File: config.mk
export PLATFORM = sky130hd
export DESIGN_NAME = accel_pedometer_step_counter_flat
export DESIGN_NICKNAME = d
export VERILOG_FILES = /design/src/hw/rtl/pdm_pkg.sv /design/src/hw/rtl/pdm_ifs.sv /design/src/hw/rtl/pdm_lane.sv /design/src/hw/rtl/pdm_merge.sv /design/src/hw/rtl/accel_pedometer_step_counter.sv /design/src/flat_wrapper.sv
export VERILOG_INCLUDE_DIRS = /design/src /design/src/hw/rtl
export SDC_FILE = /design/constraint.sdc
export NUM_CORES = 2
export LEC_CHECK = 0
export ABC_AREA = 1
export BUFFER_PORTS_ARGS = -buffer_cell sky130_fd_sc_hd__buf_2
export CAP_MARGIN = 20
export CORE_MARGIN = 3
export CORE_UTILIZATION = 59
export DETAILED_ROUTE_END_ITERATION = 12
export PLACE_DENSITY = 0.8
export SLEW_MARGIN = 20
export SYNTH_ARGS = -nofsm -noshare
export SYNTH_HDL_FRONTEND = slang
export SYNTH_SLANG_ARGS = --single-unit
File: constraint.sdc
create_clock -name clk -period 5.6 [get_ports clk]
set_input_delay 0.28 -clock clk [delete_from_list [all_inputs] [get_ports clk]]
set_output_delay 0.28 -clock clk [all_outputs]
set_load 0.005 [all_outputs]
File: src/hw/rtl/assert_macros.svh
// Assertion macros used by the step counter top level.
`ifndef ASSERT_MACROS_SVH
`define ASSERT_MACROS_SVH
`ifndef NO_ASSERTIONS
`define PDM_ASSERT(lbl, clk, rst_n, prop, msg) \
    lbl: assert property (@(posedge clk) disable iff (!rst_n) (prop)) else $error(msg);
`define PDM_CHECK(lbl, clk, prop, msg) \
    lbl: assert property (@(posedge clk) (prop)) else $error(msg);
`else
`define PDM_ASSERT(lbl, clk, rst_n, prop, msg)
`define PDM_CHECK(lbl, clk, prop, msg)
`endif
`endif

File: src/hw/rtl/pdm_pkg.sv
// Types and constants of the pedometer step counter.
package pdm_pkg;

    localparam int NUM_AXES = 3;

    localparam int CFG_IDX_W  = 3;
    localparam int CFG_DATA_W = 12;

    localparam logic [CFG_IDX_W-1:0] REG_WIN_MIN    = 3'd0;
    localparam logic [CFG_IDX_W-1:0] REG_WIN_MAX    = 3'd1;
    localparam logic [CFG_IDX_W-1:0] REG_LOCK_STEPS = 3'd2;
    localparam logic [CFG_IDX_W-1:0] REG_MISS_LIMIT = 3'd3;
    localparam logic [CFG_IDX_W-1:0] REG_BLOCK_LEN  = 3'd4;
    localparam logic [CFG_IDX_W-1:0] REG_SWING_HI   = 3'd5;
    localparam logic [CFG_IDX_W-1:0] REG_SWING_LO   = 3'd6;

    localparam logic [1:0] LVL_IDLE = 2'd0;
    localparam logic [1:0] LVL_HIGH = 2'd1;
    localparam logic [1:0] LVL_LOW  = 2'd2;

    localparam logic [1:0] LOCK_LOCKED = 2'd0;
    localparam logic [1:0] LOCK_SEARCH = 2'd1;
    localparam logic [1:0] LOCK_FRESH  = 2'd2;

    localparam logic [2:0] EV_NONE        = 3'd0;
    localparam logic [2:0] EV_COUNTED     = 3'd1;
    localparam logic [2:0] EV_NOT_REGULAR = 3'd2;
    localparam logic [2:0] EV_SHORT       = 3'd3;
    localparam logic [2:0] EV_LONG        = 3'd4;

    localparam logic [1:0] AXIS_X = 2'd0;
    localparam logic [1:0] AXIS_Y = 2'd1;
    localparam logic [1:0] AXIS_Z = 2'd2;

    localparam logic [7:0] CNT_MAX = 8'hFF;

    localparam int BLK_MAX_RST  = 0;
    localparam int BLK_MIN_RST  = 1000;
    localparam int BLK_MAX_SEED = -5000;
    localparam int BLK_MIN_SEED = 5000;
    localparam int SWING_RST    = 30;
    localparam int STEP_RST     = 5;
    localparam int STEP_STRONG  = 1800;
    localparam int STEP_WEAK    = 100;
    localparam int STEP_MUL     = 13;
    localparam int STEP_SHIFT   = 4;

    localparam logic [7:0]  WIN_MIN_RST    = 8'd10;
    localparam logic [7:0]  WIN_MAX_RST    = 8'd200;
    localparam logic [7:0]  LOCK_STEPS_RST = 8'd3;
    localparam logic [7:0]  MISS_LIMIT_RST = 8'd4;
    localparam logic [7:0]  BLOCK_LEN_RST  = 8'd20;
    localparam logic [11:0] SWING_HI_RST   = 12'd2000;
    localparam logic [11:0] SWING_LO_RST   = 12'd500;

    typedef struct packed {
        logic [7:0]  window_min_ticks;
        logic [7:0]  window_max_ticks;
        logic [7:0]  steps_to_lock;
        logic [7:0]  misses_to_unlock;
        logic [7:0]  block_len;
        logic [11:0] swing_strong;
        logic [11:0] swing_weak;
    } cfg_t;

    typedef struct packed {
        logic accept;
        logic block_end;
        logic adv_thr;
        logic end_thr;
        logic adv_hys;
    } lane_ctl_t;

    typedef struct packed {
        logic flag;
        logic low_swing;
    } lane_res_t;

    typedef struct packed {
        logic [31:0] total_steps;
        logic [2:0]  step_event;
        logic [1:0]  step_axis;
        logic [7:0]  steps_added;
    } result_t;

endpackage

File: src/hw/rtl/pdm_ifs.sv
// Valid/ready channel interfaces for samples and results.
interface pdm_sample_if #(parameter int SAMPLE_WIDTH = 12) ();
    logic                           valid;
    logic                           ready;
    logic signed [SAMPLE_WIDTH-1:0] accel_x;
    logic signed [SAMPLE_WIDTH-1:0] accel_y;
    logic signed [SAMPLE_WIDTH-1:0] accel_z;

    modport source (output valid, output accel_x, output accel_y, output accel_z,
                    input ready);
    modport sink (input valid, input accel_x, input accel_y, input accel_z,
                  output ready);
endinterface

interface pdm_result_if ();
    logic        valid;
    logic        ready;
    logic [31:0] total_steps;
    logic [2:0]  step_event;
    logic [1:0]  step_axis;
    logic [7:0]  steps_added;

    modport source (output valid, output total_steps, output step_event,
                    output step_axis, output steps_added, input ready);
    modport sink (input valid, input total_steps, input step_event,
                  input step_axis, input steps_added, output ready);
endinterface

File: src/hw/rtl/pdm_lane.sv
// One axis lane: block min/max, thresholds and hysteresis step detect.
module pdm_lane #(
    parameter int SAMPLE_WIDTH = 12,
    localparam int AW = (SAMPLE_WIDTH > 14) ? SAMPLE_WIDTH : 14,
    localparam int SW = AW + 1
) (
    input  logic                           clk,
    input  logic                           rst_n,
    input  pdm_pkg::lane_ctl_t             ctl,
    input  pdm_pkg::cfg_t                  cfg,
    input  logic signed [SAMPLE_WIDTH-1:0] sample,
    output logic signed [SW-1:0]           swing,
    output pdm_pkg::lane_res_t             res
);

    // stage 1: block extremes
    logic signed [AW-1:0] blk_max_reg, blk_min_reg;
    logic signed [AW-1:0] s_ext, mx_upd, mn_upd;
    logic signed [AW-1:0] mx1_reg, mn1_reg;
    logic signed [SAMPLE_WIDTH-1:0] s1_reg, s2_reg;

    // stage 2: thresholds
    logic signed [SW-1:0] vpp, dc, up_n, lo_n, step_mid, step_n, strong_ext, weak_ext;
    logic [SW+3:0]        prod;
    logic                 weak_n;
    logic signed [SW-1:0] swing_reg, up_reg, lo_reg, step_reg;
    logic                 weak_reg;

    // stage 3: hysteresis
    logic signed [SW-1:0]           s3;
    logic [1:0]                     lvl_reg, lvl_n;
    logic signed [SAMPLE_WIDTH-1:0] last_reg, run_reg, last_t, run_n, last_n;
    logic signed [SW:0]             diff, dabs;
    logic                           hit;
    logic                           flag3_reg, weak3_reg;
    logic signed [SW-1:0]           swing3_reg;

    assign s_ext  = AW'(sample);
    assign mx_upd = (s_ext > blk_max_reg) ? s_ext : blk_max_reg;
    assign mn_upd = (s_ext < blk_min_reg) ? s_ext : blk_min_reg;

    assign vpp  = SW'(mx1_reg) - SW'(mn1_reg);
    assign dc   = SW'(mn1_reg) + (vpp >>> 1);
    assign up_n = dc + ((SW'(mx1_reg) - dc) >>> 1);
    assign lo_n = dc - ((dc - SW'(mn1_reg)) >>> 1);

    assign strong_ext = $signed(SW'(cfg.swing_strong));
    assign weak_ext   = $signed(SW'(cfg.swing_weak));
    assign prod       = (SW+4)'($unsigned(vpp)) * (SW+4)'(pdm_pkg::STEP_MUL);
    assign step_mid   = $signed(SW'(prod >> pdm_pkg::STEP_SHIFT));

    always_comb
    begin
        weak_n = 1'b0;
        if (vpp >= strong_ext)
        begin
            step_n = SW'(pdm_pkg::STEP_STRONG);
        end
        else if (vpp >= weak_ext)
        begin
            step_n = step_mid;
        end
        else
        begin
            step_n = SW'(pdm_pkg::STEP_WEAK);
            weak_n = 1'b1;
        end
    end

    assign s3 = SW'(s2_reg);

    always_comb
    begin
        last_t = last_reg;
        lvl_n  = lvl_reg;
        run_n  = run_reg;
        if (s3 > up_reg)
        begin
            if (lvl_reg != pdm_pkg::LVL_HIGH)
            begin
                last_t = run_reg;
            end
            lvl_n = pdm_pkg::LVL_HIGH;
            if (s2_reg > run_reg)
            begin
                run_n = s2_reg;
            end
        end
        else if (s3 < lo_reg)
        begin
            if (lvl_reg != pdm_pkg::LVL_LOW)
            begin
                last_t = run_reg;
            end
            lvl_n = pdm_pkg::LVL_LOW;
            if (s2_reg < run_reg)
            begin
                run_n = s2_reg;
            end
        end
    end

    assign diff   = (SW+1)'(last_t) - (SW+1)'(run_n);
    assign dabs   = (diff < 0) ? -diff : diff;
    assign hit    = (dabs >= (SW+1)'(step_reg));
    assign last_n = hit ? run_n : last_t;

    always_ff @(posedge clk)
    begin
        if (ctl.accept)
        begin
            mx1_reg <= mx_upd;
            mn1_reg <= mn_upd;
            s1_reg  <= sample;
        end
        if (ctl.adv_thr)
        begin
            s2_reg <= s1_reg;
        end
    end

    always_ff @(posedge clk or negedge rst_n)
    begin
        if (!rst_n)
        begin
            blk_max_reg <= AW'(pdm_pkg::BLK_MAX_RST);
            blk_min_reg <= AW'(pdm_pkg::BLK_MIN_RST);
            swing_reg   <= SW'(pdm_pkg::SWING_RST);
            up_reg      <= '0;
            lo_reg      <= '0;
            step_reg    <= SW'(pdm_pkg::STEP_RST);
            weak_reg    <= 1'b0;
            lvl_reg     <= pdm_pkg::LVL_IDLE;
            last_reg    <= '0;
            run_reg     <= '0;
            flag3_reg   <= 1'b0;
            weak3_reg   <= 1'b0;
            swing3_reg  <= '0;
        end
        else
        begin
            if (ctl.accept)
            begin
                blk_max_reg <= ctl.block_end ? AW'(pdm_pkg::BLK_MAX_SEED) : mx_upd;
                blk_min_reg <= ctl.block_end ? AW'(pdm_pkg::BLK_MIN_SEED) : mn_upd;
            end
            if (ctl.adv_thr && ctl.end_thr)
            begin
                swing_reg <= vpp;
                up_reg    <= up_n;
                lo_reg    <= lo_n;
                step_reg  <= step_n;
                weak_reg  <= weak_n;
            end
            if (ctl.adv_hys)
            begin
                lvl_reg    <= lvl_n;
                run_reg    <= run_n;
                last_reg   <= last_n;
                flag3_reg  <= hit;
                weak3_reg  <= weak_reg;
                swing3_reg <= swing_reg;
            end
        end
    end

    assign swing         = swing3_reg;
    assign res.flag      = flag3_reg;
    assign res.low_swing = weak3_reg;

endmodule

File: src/hw/rtl/pdm_merge.sv
// Dominant-axis select and time-window qualifier with the result register.
module pdm_merge #(
    parameter int SWING_W = 15
) (
    input  logic                      clk,
    input  logic                      rst_n,
    input  logic                      adv,
    input  pdm_pkg::cfg_t             cfg,
    input  pdm_pkg::lane_res_t        res [pdm_pkg::NUM_AXES],
    input  logic signed [SWING_W-1:0] swing [pdm_pkg::NUM_AXES],
    output pdm_pkg::result_t          word
);

    logic [1:0]       axis;
    logic             hit;
    logic [7:0]       tick_reg, pend_reg, miss_reg;
    logic [1:0]       lock_reg;
    logic [31:0]      total_reg;
    logic [7:0]       tick_inc, pend_inc, miss_inc;
    logic [7:0]       tick_n, pend_n, miss_n, added;
    logic [1:0]       lock_n;
    logic [31:0]      total_n;
    logic [2:0]       ev;
    pdm_pkg::result_t word_reg;

    always_comb
    begin
        if (swing[0] >= swing[1] && swing[0] >= swing[2])
        begin
            axis = pdm_pkg::AXIS_X;
        end
        else if (swing[1] >= swing[0] && swing[1] >= swing[2])
        begin
            axis = pdm_pkg::AXIS_Y;
        end
        else
        begin
            axis = pdm_pkg::AXIS_Z;
        end
    end

    always_comb
    begin
        case (axis)
            pdm_pkg::AXIS_X: hit = res[0].flag && !res[0].low_swing;
            pdm_pkg::AXIS_Y: hit = res[1].flag && !res[1].low_swing;
            pdm_pkg::AXIS_Z: hit = res[2].flag && !res[2].low_swing;
            default:         hit = 1'b0;
        endcase
    end

    assign tick_inc = (tick_reg == pdm_pkg::CNT_MAX) ? tick_reg : tick_reg + 8'd1;
    assign pend_inc = (pend_reg == pdm_pkg::CNT_MAX) ? pend_reg : pend_reg + 8'd1;
    assign miss_inc = (miss_reg == pdm_pkg::CNT_MAX) ? miss_reg : miss_reg + 8'd1;

    always_comb
    begin
        tick_n  = tick_inc;
        pend_n  = pend_reg;
        miss_n  = miss_reg;
        lock_n  = lock_reg;
        total_n = total_reg;
        ev      = pdm_pkg::EV_NONE;
        added   = 8'd0;
        if (hit)
        begin
            tick_n = 8'd0;
            if (lock_reg == pdm_pkg::LOCK_FRESH)
            begin
                pend_n = pend_inc;
                lock_n = pdm_pkg::LOCK_SEARCH;
                miss_n = 8'd0;
                ev     = pdm_pkg::EV_NOT_REGULAR;
            end
            else if (tick_inc < cfg.window_min_ticks)
            begin
                ev = pdm_pkg::EV_SHORT;
                if (lock_reg == pdm_pkg::LOCK_LOCKED && miss_inc < cfg.misses_to_unlock)
                begin
                    miss_n = miss_inc;
                end
                else
                begin
                    miss_n = 8'd0;
                    lock_n = pdm_pkg::LOCK_SEARCH;
                    pend_n = 8'd1;
                end
            end
            else if (tick_inc > cfg.window_max_ticks)
            begin
                miss_n = 8'd0;
                lock_n = pdm_pkg::LOCK_SEARCH;
                pend_n = 8'd1;
                ev     = pdm_pkg::EV_LONG;
            end
            else
            begin
                miss_n = 8'd0;
                if (lock_reg == pdm_pkg::LOCK_LOCKED)
                begin
                    total_n = total_reg + 32'd1;
                    pend_n  = 8'd0;
                    added   = 8'd1;
                    ev      = pdm_pkg::EV_COUNTED;
                end
                else if (pend_inc >= cfg.steps_to_lock)
                begin
                    lock_n  = pdm_pkg::LOCK_LOCKED;
                    total_n = total_reg + 32'(pend_inc);
                    added   = pend_inc;
                    pend_n  = 8'd0;
                    ev      = pdm_pkg::EV_COUNTED;
                end
                else
                begin
                    pend_n = pend_inc;
                    ev     = pdm_pkg::EV_NOT_REGULAR;
                end
            end
        end
    end

    always_ff @(posedge clk or negedge rst_n)
    begin
        if (!rst_n)
        begin
            tick_reg  <= '0;
            pend_reg  <= '0;
            miss_reg  <= '0;
            lock_reg  <= pdm_pkg::LOCK_FRESH;
            total_reg <= '0;
            word_reg  <= '0;
        end
        else if (adv)
        begin
            tick_reg             <= tick_n;
            pend_reg             <= pend_n;
            miss_reg             <= miss_n;
            lock_reg             <= lock_n;
            total_reg            <= total_n;
            word_reg.total_steps <= total_n;
            word_reg.step_event  <= ev;
            word_reg.step_axis   <= (ev != pdm_pkg::EV_NONE) ? axis : pdm_pkg::AXIS_X;
            word_reg.steps_added <= added;
        end
    end

    assign word = word_reg;

endmodule

File: src/hw/rtl/accel_pedometer_step_counter.sv
// Top level of the accelerometer pedometer step counter.
//
// sample: one 3-axis word per transfer (valid/ready). result: one word per
// sample with the running total, the step event, the axis and steps added.
// Config: cfg_we/cfg_index/cfg_data write port, to be written only while idle;
// the block itself does not enforce this. A result word passes the registered
// stages block min/max, thresholds, per-axis hysteresis and axis merge/qualifier.
// Throughput: one sample per cycle unless stalled; three axis lanes in parallel.
// Each stage moves on when the next one is empty or moving, so up to four
// words sit in the pipe while result is stalled; sample.ready drops only
// when all four are full. Reset loads config defaults and clears all
// counters, block extremes and thresholds at once; no clearing pass.
`include "assert_macros.svh"
module accel_pedometer_step_counter #(
    parameter int SAMPLE_WIDTH = 12
) (
    input  logic                                clk,
    input  logic                                rst_n,
    input  logic                                cfg_we,
    input  logic [pdm_pkg::CFG_IDX_W-1:0]       cfg_index,
    input  logic [pdm_pkg::CFG_DATA_W-1:0]      cfg_data,
    pdm_sample_if.sink                          sample,
    pdm_result_if.source                        result
);

    localparam int AW = (SAMPLE_WIDTH > 14) ? SAMPLE_WIDTH : 14;
    localparam int SW = AW + 1;

    pdm_pkg::cfg_t      cfg_reg;
    logic [7:0]         blk_cnt_reg;
    logic               blk_end;
    logic               end_thr_reg;
    logic               v1_reg, v2_reg, v3_reg, v4_reg;
    logic               in_rdy, rdy2, rdy3, rdy4;
    logic               adv1, adv2, adv3, adv4;
    pdm_pkg::lane_ctl_t ctl;
    pdm_pkg::lane_res_t lane_res [pdm_pkg::NUM_AXES];
    logic signed [SW-1:0]           lane_swing [pdm_pkg::NUM_AXES];
    logic signed [SAMPLE_WIDTH-1:0] smp [pdm_pkg::NUM_AXES];
    pdm_pkg::result_t   word;

    assign rdy4   = !v4_reg || result.ready;
    assign rdy3   = !v3_reg || rdy4;
    assign rdy2   = !v2_reg || rdy3;
    assign in_rdy = !v1_reg || rdy2;
    assign adv1   = sample.valid && in_rdy;
    assign adv2   = v1_reg && rdy2;
    assign adv3   = v2_reg && rdy3;
    assign adv4   = v3_reg && rdy4;

    assign blk_end = ({1'b0, blk_cnt_reg} + 9'd1) >= {1'b0, cfg_reg.block_len};

    assign ctl.accept    = adv1;
    assign ctl.block_end = blk_end;
    assign ctl.adv_thr   = adv2;
    assign ctl.end_thr   = end_thr_reg;
    assign ctl.adv_hys   = adv3;

    assign smp[0] = sample.accel_x;
    assign smp[1] = sample.accel_y;
    assign smp[2] = sample.accel_z;

    always_ff @(posedge clk or negedge rst_n)
    begin
        if (!rst_n)
        begin
            cfg_reg.window_min_ticks <= pdm_pkg::WIN_MIN_RST;
            cfg_reg.window_max_ticks <= pdm_pkg::WIN_MAX_RST;
            cfg_reg.steps_to_lock    <= pdm_pkg::LOCK_STEPS_RST;
            cfg_reg.misses_to_unlock <= pdm_pkg::MISS_LIMIT_RST;
            cfg_reg.block_len        <= pdm_pkg::BLOCK_LEN_RST;
            cfg_reg.swing_strong     <= pdm_pkg::SWING_HI_RST;
            cfg_reg.swing_weak       <= pdm_pkg::SWING_LO_RST;
        end
        else if (cfg_we)
        begin
            case (cfg_index)
                pdm_pkg::REG_WIN_MIN:    cfg_reg.window_min_ticks <= cfg_data[7:0];
                pdm_pkg::REG_WIN_MAX:    cfg_reg.window_max_ticks <= cfg_data[7:0];
                pdm_pkg::REG_LOCK_STEPS: cfg_reg.steps_to_lock    <= cfg_data[7:0];
                pdm_pkg::REG_MISS_LIMIT: cfg_reg.misses_to_unlock <= cfg_data[7:0];
                pdm_pkg::REG_BLOCK_LEN:  cfg_reg.block_len        <= cfg_data[7:0];
                pdm_pkg::REG_SWING_HI:   cfg_reg.swing_strong     <= cfg_data;
                pdm_pkg::REG_SWING_LO:   cfg_reg.swing_weak       <= cfg_data;
                default:                 ;
            endcase
        end
    end

    always_ff @(posedge clk or negedge rst_n)
    begin
        if (!rst_n)
        begin
            blk_cnt_reg <= '0;
            end_thr_reg <= 1'b0;
            v1_reg      <= 1'b0;
            v2_reg      <= 1'b0;
            v3_reg      <= 1'b0;
            v4_reg      <= 1'b0;
        end
        else
        begin
            if (adv1)
            begin
                blk_cnt_reg <= blk_end ? 8'd0 : blk_cnt_reg + 8'd1;
                end_thr_reg <= blk_end;
                v1_reg      <= 1'b1;
            end
            else if (adv2)
            begin
                v1_reg <= 1'b0;
            end
            if (adv2)
            begin
                v2_reg <= 1'b1;
            end
            else if (adv3)
            begin
                v2_reg <= 1'b0;
            end
            if (adv3)
            begin
                v3_reg <= 1'b1;
            end
            else if (adv4)
            begin
                v3_reg <= 1'b0;
            end
            if (adv4)
            begin
                v4_reg <= 1'b1;
            end
            else if (result.ready)
            begin
                v4_reg <= 1'b0;
            end
        end
    end

    for (genvar g = 0; g < pdm_pkg::NUM_AXES; g++)
    begin : g_lane
        pdm_lane #(
            .SAMPLE_WIDTH (SAMPLE_WIDTH)
        ) u_lane (
            .clk    (clk),
            .rst_n  (rst_n),
            .ctl    (ctl),
            .cfg    (cfg_reg),
            .sample (smp[g]),
            .swing  (lane_swing[g]),
            .res    (lane_res[g])
        );
    end

    pdm_merge #(
        .SWING_W (SW)
    ) u_merge (
        .clk   (clk),
        .rst_n (rst_n),
        .adv   (adv4),
        .cfg   (cfg_reg),
        .res   (lane_res),
        .swing (lane_swing),
        .word  (word)
    );

    assign sample.ready       = in_rdy;
    assign result.valid       = v4_reg;
    assign result.total_steps = word.total_steps;
    assign result.step_event  = word.step_event;
    assign result.step_axis   = word.step_axis;
    assign result.steps_added = word.steps_added;

    `PDM_ASSERT(a_total_tracks_added, clk, rst_n, adv4 |=> (word.total_steps == $past(word.total_steps) + 32'(word.steps_added)), "total does not advance by steps added")
    `PDM_ASSERT(a_added_only_counted, clk, rst_n, v4_reg && (word.steps_added != 8'd0) |-> (word.step_event == pdm_pkg::EV_COUNTED), "steps added without a counted event")
    `PDM_ASSERT(a_axis_zero_idle, clk, rst_n, v4_reg && (word.step_event == pdm_pkg::EV_NONE) |-> (word.step_axis == pdm_pkg::AXIS_X), "axis set on a word with no event")
    `PDM_CHECK(a_stall_only_full, clk, !in_rdy |-> (v1_reg && v2_reg && v3_reg && v4_reg), "input stalled with a free stage")

endmodule
File: src/flat_wrapper.sv
// flat-port wrapper written by rule: the top's interface ports become plain ports
module accel_pedometer_step_counter_flat 
#(
    parameter int SAMPLE_WIDTH = 12
)
  (clk, rst_n, cfg_we, cfg_index, cfg_data, sample_valid, sample_accel_x, sample_accel_y, sample_accel_z, sample_ready, result_valid, result_total_steps, result_step_event, result_step_axis, result_steps_added, result_ready);
  pdm_sample_if #(.SAMPLE_WIDTH(SAMPLE_WIDTH)) sample_i ();
  pdm_result_if result_i ();
  input  logic clk;
  input  logic rst_n;
  input  logic cfg_we;
  input  logic [pdm_pkg::CFG_IDX_W-1:0] cfg_index;
  input  logic [pdm_pkg::CFG_DATA_W-1:0] cfg_data;
  input wire logic [$bits(sample_i.valid)-1:0] sample_valid;
  input wire logic [$bits(sample_i.accel_x)-1:0] sample_accel_x;
  input wire logic [$bits(sample_i.accel_y)-1:0] sample_accel_y;
  input wire logic [$bits(sample_i.accel_z)-1:0] sample_accel_z;
  output wire logic [$bits(sample_i.ready)-1:0] sample_ready;
  output wire logic [$bits(result_i.valid)-1:0] result_valid;
  output wire logic [$bits(result_i.total_steps)-1:0] result_total_steps;
  output wire logic [$bits(result_i.step_event)-1:0] result_step_event;
  output wire logic [$bits(result_i.step_axis)-1:0] result_step_axis;
  output wire logic [$bits(result_i.steps_added)-1:0] result_steps_added;
  input wire logic [$bits(result_i.ready)-1:0] result_ready;
  assign sample_i.valid = sample_valid;
  assign sample_i.accel_x = sample_accel_x;
  assign sample_i.accel_y = sample_accel_y;
  assign sample_i.accel_z = sample_accel_z;
  assign sample_ready = sample_i.ready;
  assign result_valid = result_i.valid;
  assign result_total_steps = result_i.total_steps;
  assign result_step_event = result_i.step_event;
  assign result_step_axis = result_i.step_axis;
  assign result_steps_added = result_i.steps_added;
  assign result_i.ready = result_ready;
  accel_pedometer_step_counter #(.SAMPLE_WIDTH(SAMPLE_WIDTH)) u_core (.clk(clk), .rst_n(rst_n), .cfg_we(cfg_we), .cfg_index(cfg_index), .cfg_data(cfg_data), .sample(sample_i), .result(result_i));
endmodule
==> Implementation_results.wiki <==
{| class="wikitable"
! Metric !! Value
|-
| Failing checks || negative setup slack
|-
| Number of synthesized register bits || 700
|-
| Number of enable-type register cells in the synthesized netlist || 156
|-
| Hold slack final || 0.103 ns
|-
| Worst r2r path cells || 37
|-
| CTS Root Cell || sky130_fd_sc_hd__clkbuf_16
|-
| Worst Setup Slack, final || -0.289 ns
|-
| Crit path buf inv count || 9
|-
| Die outline width || 323 µm
|-
| Number of remaining DRC errors || 0
|-
| Number of antenna violations at the first check in global routing || 1
|-
| Critical path startpoint category || flop
|-
| Maximum number of buffers from clock root to sink || 3
|-
| Min-Delay Path Class || in2reg
|-
| Category of cells accounting for the largest share of critical-path delay || simple AND/OR/NAND/NOR gates
|-
| Max-capacitance violation count || 0
|-
| Data required time of the worst path || 6.19 ns
|-
| Critical setup path kind || reg2reg
|-
| RSZ-0062 raised after global routing || true
|-
| Critical register-to-register path startpoint || u_core.g_lane[2].u_lane.s2_reg[11]
|-
| Max Freq || 170 MHz
|-
| Syn_area_per_cell || 7.47 µm²
|-
| Clock tree from TritonCTS || yes
|-
| Die Footprint || 0.104 mm²
|-
| Worst-Margin Slew || 1.23 ns
|-
| Area growth, synth to finish || 24.8%
|-
| Antenna-violating nets left || 0
|-
| Placed cell count || 9706
|-
| Height of the chip || 323 µm
|-
| Max reg flops || 90
|-
| Number of I/O pins || 103
|-
| Ant diodes || 0
|-
| # fillers || 7054
|-
| Area of the mapped netlist || 0.0593 mm²
|-
| Pre-CTS WS || -0.469 ns
|-
| Average routed wire per standard cell || 18.0 µm
|-
| Register area || 0.0184 mm²
|-
| Hold path startpoint || cfg_data[1]
|-
| Setup violators final || 36
|-
| Final Non-Filler Cells || 10100
|-
| Worst Hold Path Cells || 3
|-
| Residual overflow from global routing || 0
|-
| Total core area || 0.0990 mm²
|-
| Synthesized instance count || 7941
|-
| Pin count of the biggest net entering global routing || 185
|-
| Total number of H-tree levels || 3
|-
| CTS Buf Count || 82
|-
| Initial DRC count || 5494
|-
| Half-perimeter wire length after placement || 128000 µm
|-
| Netlist cell types || 69
|-
| Most used DFF post-synth || sky130_fd_sc_hd__dfrtp_1
|-
| Worst-skew pair later-pin latency || 0.70 ns
|-
| Number of search-and-repair iterations in the first detailed-routing pass || 10
|-
| Multi-input gate area in the final layout || 0.0399 mm²
|-
| Final Cycle Share || 1.05
|-
| Final count of hold timing violations || 0
|-
| Endpoint of the worst hold-timing path || u_core.cfg_reg[41]
|-
| Maximum clock skew at final layout || 0.0506 ns
|-
| Count of buffers from port buffering || 102
|-
| Master of the slowest instance on the critical path || sky130_fd_sc_hd__fa_2
|-
| GP Congestion || 0.957
|-
| Slack of the worst reg-to-reg path || -0.29 ns
|-
| Number of standard-cell rows in the floorplan || 115
|-
| Sequential cell area fraction in the yosys report || 0.310
|-
| Final count of pins violating max slew || 0
|-
| Post-route core utilization || 0.748
|-
| Clk sinks || 700
|-
| Maximum fanout along the worst path || 8
|-
| Overall routing resource usage || 0.321
|-
| Maximum single-stage delay on the critical path || 0.58 ns
|-
| Async SR Flop Fraction || 0.777
|-
| Vias || 58200
|-
| First-pass GRT wire length || 273000 µm
|-
| Count of warnings emitted by yosys || 0
|-
| Starting density of the core || 0.599
|-
| Data arrival time of the critical path || 6.48 ns
|-
| Nets || 9643
|-
| Reg-to-reg endpoint || u_core.g_lane[2].u_lane.last_reg[9]
|-
| Fraction of layout instances using a drive strength above 1 || 0.212
|-
| Slew Limit Headroom || 0.182
|-
| CTS clock-pin slew for the worst setup and hold paths || 0.06 ns
|-
| Kind of end point of the critical path || flop
|-
| Number of global-route vias before repair || 54900
|-
| Fin crit period || 5.89 ns
|-
| Per-cell via count in the routed design || 5.78
|-
| Run status || complete, but fails checks
|-
| Wirelength, routed || 182000 µm
|}
## final cells by class
class / count / share of cell area
clock buffers: 103 / 0.0304
clock inverters: 50 / 0.00840
inverters: 1210 / 0.0618
multi-input cells: 5872 / 0.539
flip-flops and latches: 700 / 0.248
well taps: 1287 / 0.0217
repair buffers: 856 / 0.0909
repair inverters: 1 / 0.000101
## layout by cell type (no fill, tap or decap), drive strengths merged, types with 5 or more instances in the layout
cell type	count
xor2	228
buf	810
dfrtp	485
fa	58
nor3	71
o22ai	15
o21bai	20
inv	1215
clkbuf	106
nor3b	5
ha	806
nand2	2075
o21ai	718
and2	16
nor2	343
dfstp	59
or2	22
bufinv	8
a21boi	37
o31ai	20
dlygate4sd3	43
nand3	558
nand4	80
nor4	13
conb	9
o21a	15
a31oi	25
xnor2	97
a21o	34
edfxtp	156
clkinv	26
nand3b	21
a211oi	13
a21oi	517
o211ai	28
clkinvlp	12
## cells by family (layout without fill, tap and decap cells)
kind of cell             count (synthesis)  count (layout)  synth area share
adder cells (fa/ha/maj)                864             864             0.190
buffers and inverters                 1377            2220            0.0892
XOR/XNOR                               325             325            0.0485
AND/OR/NAND/NOR                       3211            3211             0.228
AO/OA/AOI/OAI                         1463            1463             0.135
flip-flops                             700             700             0.310
other                                    1               9         0.0000632
## metal layers
| metal | track usage | wire length [µm] |
|---|---|---|
| met1 | 0.427 | 74300 |
| met2 | 0.537 | 85200 |
| met3 | 0.0412 | 13800 |
| met4 | 0.120 | 8290 |
| met5 | 0 | 0 |
## Yosys cell counts, types with 7 or more instances
| library cell | count | area share |
|---|---|---|
| sky130_fd_sc_hd__nand2_1 | 2030 | 0.13 |
| sky130_fd_sc_hd__o21a_1 | 15 | 0.0019 |
| sky130_fd_sc_hd__a21boi_0 | 30 | 0.0038 |
| sky130_fd_sc_hd__nor2_1 | 338 | 0.021 |
| sky130_fd_sc_hd__o21ai_1 | 66 | 0.0056 |
| sky130_fd_sc_hd__nand3b_1 | 21 | 0.0027 |
| sky130_fd_sc_hd__dfstp_2 | 59 | 0.026 |
| sky130_fd_sc_hd__nand4_1 | 80 | 0.0084 |
| sky130_fd_sc_hd__edfxtp_1 | 156 | 0.079 |
| sky130_fd_sc_hd__nand2_2 | 40 | 0.0042 |
| sky130_fd_sc_hd__a21o_1 | 34 | 0.0043 |
| sky130_fd_sc_hd__a21oi_1 | 516 | 0.044 |
| sky130_fd_sc_hd__dfrtp_1 | 485 | 0.20 |
| sky130_fd_sc_hd__xor2_1 | 227 | 0.034 |
| sky130_fd_sc_hd__o21ai_0 | 618 | 0.052 |
| sky130_fd_sc_hd__or2_2 | 20 | 0.0021 |
| sky130_fd_sc_hd__xnor2_1 | 94 | 0.014 |
| sky130_fd_sc_hd__buf_6 | 7 | 0.0013 |
| sky130_fd_sc_hd__a211oi_1 | 13 | 0.0016 |
| sky130_fd_sc_hd__inv_2 | 10 | 0.00063 |
| sky130_fd_sc_hd__inv_1 | 1199 | 0.076 |
| sky130_fd_sc_hd__nor3_1 | 71 | 0.0060 |
| sky130_fd_sc_hd__buf_2 | 38 | 0.0032 |
| sky130_fd_sc_hd__o22ai_1 | 15 | 0.0016 |
| sky130_fd_sc_hd__fa_1 | 58 | 0.020 |
| sky130_fd_sc_hd__a31oi_1 | 25 | 0.0026 |
| sky130_fd_sc_hd__o21bai_1 | 20 | 0.0025 |
| sky130_fd_sc_hd__o31ai_1 | 20 | 0.0025 |
| sky130_fd_sc_hd__o21ai_2 | 34 | 0.0050 |
| sky130_fd_sc_hd__o211ai_1 | 28 | 0.0035 |
| sky130_fd_sc_hd__clkbuf_1 | 112 | 0.0071 |
| sky130_fd_sc_hd__ha_1 | 806 | 0.17 |
| sky130_fd_sc_hd__and2_1 | 16 | 0.0017 |
| sky130_fd_sc_hd__nand3_1 | 551 | 0.046 |
| sky130_fd_sc_hd__a21boi_1 | 7 | 0.00089 |
| sky130_fd_sc_hd__nor4_1 | 13 | 0.0014 |
## per-stage QoR
| stage | TNS (ns) | instance area [µm²] |
|---|---|---|
| floorplan | 0 | 59400 |
| global placement | -6.58 | 64900 |
| detailed placement | -12.56 | 64900 |
| CTS | -0.178 | 69400 |
| global route | -20.67 | 74100 |
| finish | -6.85 | 74100 |
## worst min-delay path, cell delays in order
cell and delay [ns]:
sky130_fd_sc_hd__buf_2 0.07, sky130_fd_sc_hd__inv_1 0.18, sky130_fd_sc_hd__o21ai_0 0.22
## timing repair
| action | CTS | global route |
|---|---|---|
| pin swaps | 65 | 413 |
| hold buffers | 43 | 0 |
| cloned | 4 | 7 |
| endpoints found under the setup margin | 52 | 76 |
| hold endpoints to repair | 110 | 0 |
| resized for setup | 182 | 783 |
| buffers inserted | 43 | 122 |
## worst max path at each step
stage          slack [ns]                               start  cells after the start                                   end
2_1_floorplan       0.005  u_core.g_lane[0].u_lane.s2_reg[11]                     32  u_core.g_lane[0].u_lane.last_reg[10]
3_3_place_gp        -0.37  u_core.g_lane[2].u_lane.s2_reg[11]                     35   u_core.g_lane[2].u_lane.last_reg[0]
3_5_place_dp        -0.47  u_core.g_lane[2].u_lane.s2_reg[11]                     36   u_core.g_lane[2].u_lane.last_reg[0]
4_1_cts             -0.03  u_core.g_lane[1].u_lane.s2_reg[11]                     42   u_core.g_lane[1].u_lane.last_reg[5]
5_1_grt             -0.57   u_core.g_lane[1].u_lane.s2_reg[4]                     38   u_core.g_lane[1].u_lane.last_reg[5]
6_report            -0.29  u_core.g_lane[2].u_lane.s2_reg[11]                     37   u_core.g_lane[2].u_lane.last_reg[9]
Power is not shown: default switching activity piles up to over one toggle a cycle in this logic, so the estimate is an artifact.
